--- src/sv/nfa_ssm_pkg.sv ---
// Package with the shared types and codes of the automaton matcher.
`default_nettype none
package nfa_ssm_pkg;

	// Fixed field widths of the external interface.
	localparam int REQ_W   = 2;
	localparam int STATE_W = 5;
	localparam int SYM_W   = 8;
	localparam int MASK_W  = 32;
	localparam int CFG_IDX_W = 1;

	// Request codes; the fourth code is unused and ignored.
	typedef enum logic [REQ_W-1:0] {
		REQ_WRITE  = 2'd0,
		REQ_SYMBOL = 2'd1,
		REQ_END    = 2'd2
	} req_t;

	// Configuration register indexes.
	localparam logic [CFG_IDX_W-1:0] REG_START_STATE = 1'b0;
	localparam logic [CFG_IDX_W-1:0] REG_ACCEPT_MASK = 1'b1;

	// Controller states.
	typedef enum logic [1:0] {
		ST_CLEAR,
		ST_IDLE,
		ST_APPLY,
		ST_REPORT
	} ctrl_state_t;

	// Commands from the controller to the datapath.
	typedef struct packed {
		logic clear_en;
		logic capture;
		logic tbl_wr;
		logic step;
		logic report;
	} ctrl_cmd_t;

	// Status from the datapath to the controller.
	typedef struct packed {
		logic             clear_done;
		logic [REQ_W-1:0] req_type;
		logic             is_last;
	} dp_status_t;

endpackage
`default_nettype wire

--- src/sv/nfa_ssm_ctrl.sv ---
// Controller state machine of the automaton matcher.
`default_nettype none
module nfa_ssm_ctrl (
	input  wire logic                      clk,
	input  wire logic                      arst_n,
	input  wire logic                      in_valid,
	output logic                           in_ready,
	input  wire logic [nfa_ssm_pkg::REQ_W-1:0] req_type,
	output logic                           out_valid,
	input  wire logic                      out_ready,
	output nfa_ssm_pkg::ctrl_cmd_t         cmd,
	input  wire nfa_ssm_pkg::dp_status_t   status
);
	import nfa_ssm_pkg::*;

	ctrl_state_t state_q;
	ctrl_state_t state_d;
	logic        out_valid_q;
	logic        accept;
	logic        slot_free;

	assign accept    = in_valid && in_ready;
	assign slot_free = !out_valid_q || out_ready;
	assign out_valid = out_valid_q;

	// Next-state logic.
	always_comb begin
		state_d = state_q;
		unique case (state_q)
			ST_CLEAR: begin
				if (status.clear_done) state_d = ST_IDLE;
			end
			ST_IDLE: begin
				if (in_valid) begin
					case (req_type) inside
						REQ_WRITE, REQ_SYMBOL: state_d = ST_APPLY;
						REQ_END:               state_d = ST_REPORT;
						default:               state_d = ST_IDLE;
					endcase
				end
			end
			ST_APPLY: begin
				if (status.req_type == REQ_SYMBOL && status.is_last) begin
					state_d = ST_REPORT;
				end else begin
					state_d = ST_IDLE;
				end
			end
			ST_REPORT: begin
				if (slot_free) state_d = ST_IDLE;
			end
			default: state_d = ST_CLEAR;
		endcase
	end

	// Output decode.
	always_comb begin
		in_ready     = (state_q == ST_IDLE);
		cmd.clear_en = (state_q == ST_CLEAR);
		cmd.capture  = accept;
		cmd.tbl_wr   = (state_q == ST_APPLY) && (status.req_type == REQ_WRITE);
		cmd.step     = (state_q == ST_APPLY) && (status.req_type == REQ_SYMBOL);
		cmd.report   = (state_q == ST_REPORT) && slot_free;
	end

	// State register and the output beat flag.
	always_ff @(posedge clk or negedge arst_n) begin
		if (!arst_n) begin
			state_q     <= ST_CLEAR;
			out_valid_q <= 1'b0;
		end else begin
			state_q <= state_d;
			if (cmd.report) begin
				out_valid_q <= 1'b1;
			end else if (out_ready) begin
				out_valid_q <= 1'b0;
			end
		end
	end

endmodule
`default_nettype wire

--- config.mk ---
export PLATFORM = sky130hd
export DESIGN_NAME = nfa_ssm_ctrl
export DESIGN_NICKNAME = d
export VERILOG_FILES = /design/src/sv/nfa_ssm_pkg.sv /design/src/sv/nfa_ssm_ctrl.sv
export SDC_FILE = /design/constraint.sdc
export NUM_CORES = 1
export LEC_CHECK = 0
export ABC_AREA = 1
export ABC_CLOCK_PERIOD_IN_PS = 3000
export BUFFER_PORTS_ARGS = -buffer_cell sky130_fd_sc_hd__buf_2
export CAP_MARGIN = 15
export CORE_AREA = 2 2 39 41
export DETAILED_ROUTE_END_ITERATION = 7
export DIE_AREA = 0 0 41 43
export GPL_TIMING_DRIVEN = 0
export MAX_ROUTING_LAYER = met4
export PLACE_DENSITY = 0.53
export RECOVER_POWER = 100
export REMOVE_ABC_BUFFERS = 1
export SYNTH_ARGS = -nofsm -noshare
export SYNTH_HDL_FRONTEND = slang
export SYNTH_SLANG_ARGS = --single-unit
export TNS_END_PERCENT = 20
--- constraint.sdc ---
create_clock -name clk -period 3 [get_ports clk]
set_input_delay 0.3 -clock clk [delete_from_list [all_inputs] [get_ports clk]]
set_output_delay 0.3 -clock clk [all_outputs]
set_load 0.02 [all_outputs]
==> summary.md <==
| Metric | Value |
|---|---|
| Status | `completed` |
| Initial Util | `0.211` |
| Rows | `14` |
| Clock share of power | `0.208` |
| Core area | `1380 um2` |
| Clock H-tree levels | `1` |
| I/O pins | `17` |
| Power density cells | `822 nW/um2` |
| Switch share | `0.479` |
| Max Fanout on Critical Path | `4` |
| Root Driver | `clkbuf_4` |
| Drt wl/cell | `7.69 um` |
| Relative slew slack | `0.833` |
| Number of routed nets with antenna violations | `0` |
| Drt first-iter violations | `6` |
| Count of final hold-check violations | `0` |
| Worst path top cell family by delay | `buffers and inverters` |
| Buf/Inv on CP | `3` |
| Hold/Removal Path Class | `input port to flop` |
| Slowest stage delay, CP | `0.40 ns` |
| Drt pass-1 iters | `3` |
| P_leak | `0.242 nW` |
| Synthesized area per cell | `6.94 um2` |
| WP data required | `2.70 ns` |
| CTS tree | `done` |
| Period minus WS final | `1.63 ns` |
| Worst skew pair latency | `0.23 ns` |
| Post-route DRC violation count | `0` |
| Vias in the first global route | `229` |
| WHS | `0.343 ns` |
| Clock Sinks | `3` |
| Max_cap viols | `0` |
| Crit-path most repeated cell | `inv_1` |
| Nets | `77` |
| Switch Pwr | `0.159 mW` |
| Vias per inst | `3.92` |
| Fin crit share | `0.543` |
| FF+latch area | `75.1 um2` |
| All-Layer GR Usage | `0.0866` |
| Max rail drop VDD | `196 uV` |
| Fin Setup TNS | `0 ns` |
| Yosys Warn Count | `0` |
| GP Congestion | `0.690` |
| Post-synthesis sequential area ratio | `0.258` |
| Pin count of the biggest net entering global routing | `6` |
| Flops & latches, synth | `3` |
| Setup-failing EPs final | `0` |
| Synth unique cells | `14` |
| Post-Synthesis Cells | `42` |
| Pint | `0.172 mW` |
| First-pass GRT wire length | `910 um` |
| Total CTS buffers | `3` |
| Critical path capture point type | `output port` |
| Clock skew | `0.00106 ns` |
| Post-DP HPWL | `510 um` |
| Postcts setup bufs | `0` |
| Antenna violations before repair | `0` |
| Slowest CP cell | `dfrtp_1` |
| CP Cell Sequence | `inv_1, ha_1, inv_1, nor3_1, clkbuf_1` |
| Sequential Power Share | `0.227` |
| Cell Area, Synth | `292 um2` |
| Critical path arrival | `1.33 ns` |
| Layout cell share with drive strength beyond 1 | `0.210` |
| Fillcell total | `169` |
| Area occupied by multi-input gates | `164 um2` |
| Worst-Margin Slew | `0.251 ns` |
| Clock Pin Slew Worst Setup and Hold Paths | `0.03 ns` |
| RSZ-0062 raised after global routing | `no` |
| Slew Viols, Final | `0` |
| Die Span Y | `43 um` |
| Longest Clk Path Bufs | `2` |
| Die area | `1760 um2` |
| Total routed wirelength | `600 um` |
| CP Class | `flop to output port` |
| PortBufs | `16` |
| Area Growth Syn to Fin | `38.2%` |
| Fmax | `614 MHz` |
| GRT Residual Overflow | `0` |
| Flop2flop setup slack | `1.81 ns` |
| Chip Width | `41 um` |
| CP startpoint kind | `flop` |
| Via Count | `306` |
| Combinational share of power | `0.565` |
| Inserted Diodes | `0` |
==> cell type report <==
| type | instances | area share |
|---|---|---|
| clock buffers | 4 | 0.0652 |
| inverters | 10 | 0.0932 |
| multi-input cells | 28 | 0.407 |
| flip-flops and latches | 3 | 0.186 |
| well taps | 16 | 0.0497 |
| repair buffers | 17 | 0.199 |
==> flip-flops by register name (all words and copies together), names as in the netlist <==
register / cells
state_q: 2
out_valid: 1
==> final timing paths <==
path | from | endpoint | cells after the start
worst max-delay path | state_q[0] | cmd[2] | 5
worst min-delay path | out_ready | out_valid | 4
worst max register to register | state_q[1] | state_q[0] | 6
worst min register to register | out_valid | out_valid | 2
max in group asynchronous | arst_n | state_q[1] | 2
min in group asynchronous | arst_n | out_valid | 2
==> cell families after synthesis <==
| logic type | count (synthesis) | synth area share |
|---|---|---|
| buffers and inverters | 11 | 0.155 |
| DFF | 3 | 0.258 |
| and+or+nand+nor | 21 | 0.365 |
| AOI/OAI and AO/OA | 3 | 0.0515 |
| adders and majority gates | 4 | 0.172 |
==> power groups by stage <==
stage               Combinational [mW]  Clock (mW)  Sequential (mW)
finish                           0.187      0.0688           0.0752
global route                     0.213      0.0793           0.0795
CTS                              0.205      0.0735           0.0762
detailed placement               0.203           0           0.0765
global placement                 0.202           0           0.0751
floorplan                        0.145           0           0.0789
==> synthesized netlist by cell type (all sizes together) <==
cell	number	area share
ha	4	0.17
inv	10	0.13
nand3	3	0.086
nand4	1	0.021
a21oi	2	0.034
o21ai	1	0.017
dfrtp	3	0.26
nor2	2	0.026
buf	1	0.026
nor3	1	0.017
nand2	14	0.21
==> cell usage in the layout, fill, tap and decap left out <==
| master | netlist | final |
|---|---|---|
| a21oi_1 | 2 | 2 |
| buf_2 | 0 | 8 |
| clkbuf_1 | 0 | 9 |
| clkbuf_4 | 0 | 3 |
| dfrtp_1 | 3 | 3 |
| dlygate4sd3_1 | 0 | 1 |
| ha_1 | 4 | 4 |
| inv_1 | 10 | 10 |
| nand2_1 | 12 | 13 |
| nand2_4 | 1 | 1 |
| nand3_1 | 1 | 2 |
| nand3_2 | 2 | 1 |
| nand4_1 | 1 | 1 |
| nor2_1 | 2 | 2 |
| nor3_1 | 1 | 1 |
| o21ai_1 | 1 | 1 |
==> per-layer routing <==
layer / global-route usage / wire length (um)
met1: 0.0906 / 238
met2: 0.109 / 299
met3: 0.0785 / 53
met4: 0.0400 / 8
met5: - / 0
==> worst reg2reg max path, stage by stage (launching register included) <==
cell	delay, ns
dfrtp_1	0.38
inv_1	0.08
ha_1	0.25
nand2_1	0.11
nand3_1	0.12
nand2_1	0.08
o21ai_1	0.06
==> timing repair <==
item                                    4_1_cts  5_1_grt
endpoints found under the setup margin        0        0
hold buffers                                  1        0
hold endpoints to repair                      3        0
resized for setup                             0        0
==> metrics by stage <==
step                      setup WS [ns]  total power [mW]  instance area, um2  utilization  instances
final                              1.37             0.331                 403        0.291         78
after global routing               1.19             0.372                 403        0.291         78
after CTS                          1.41             0.355                 420        0.304         78
after detailed placement           1.67             0.279                 384        0.278         73
after global placement             1.68             0.277                 384        0.278         73
after floorplan                    1.57             0.224                 284            -         41
Power figures use the tool's default switching activity.
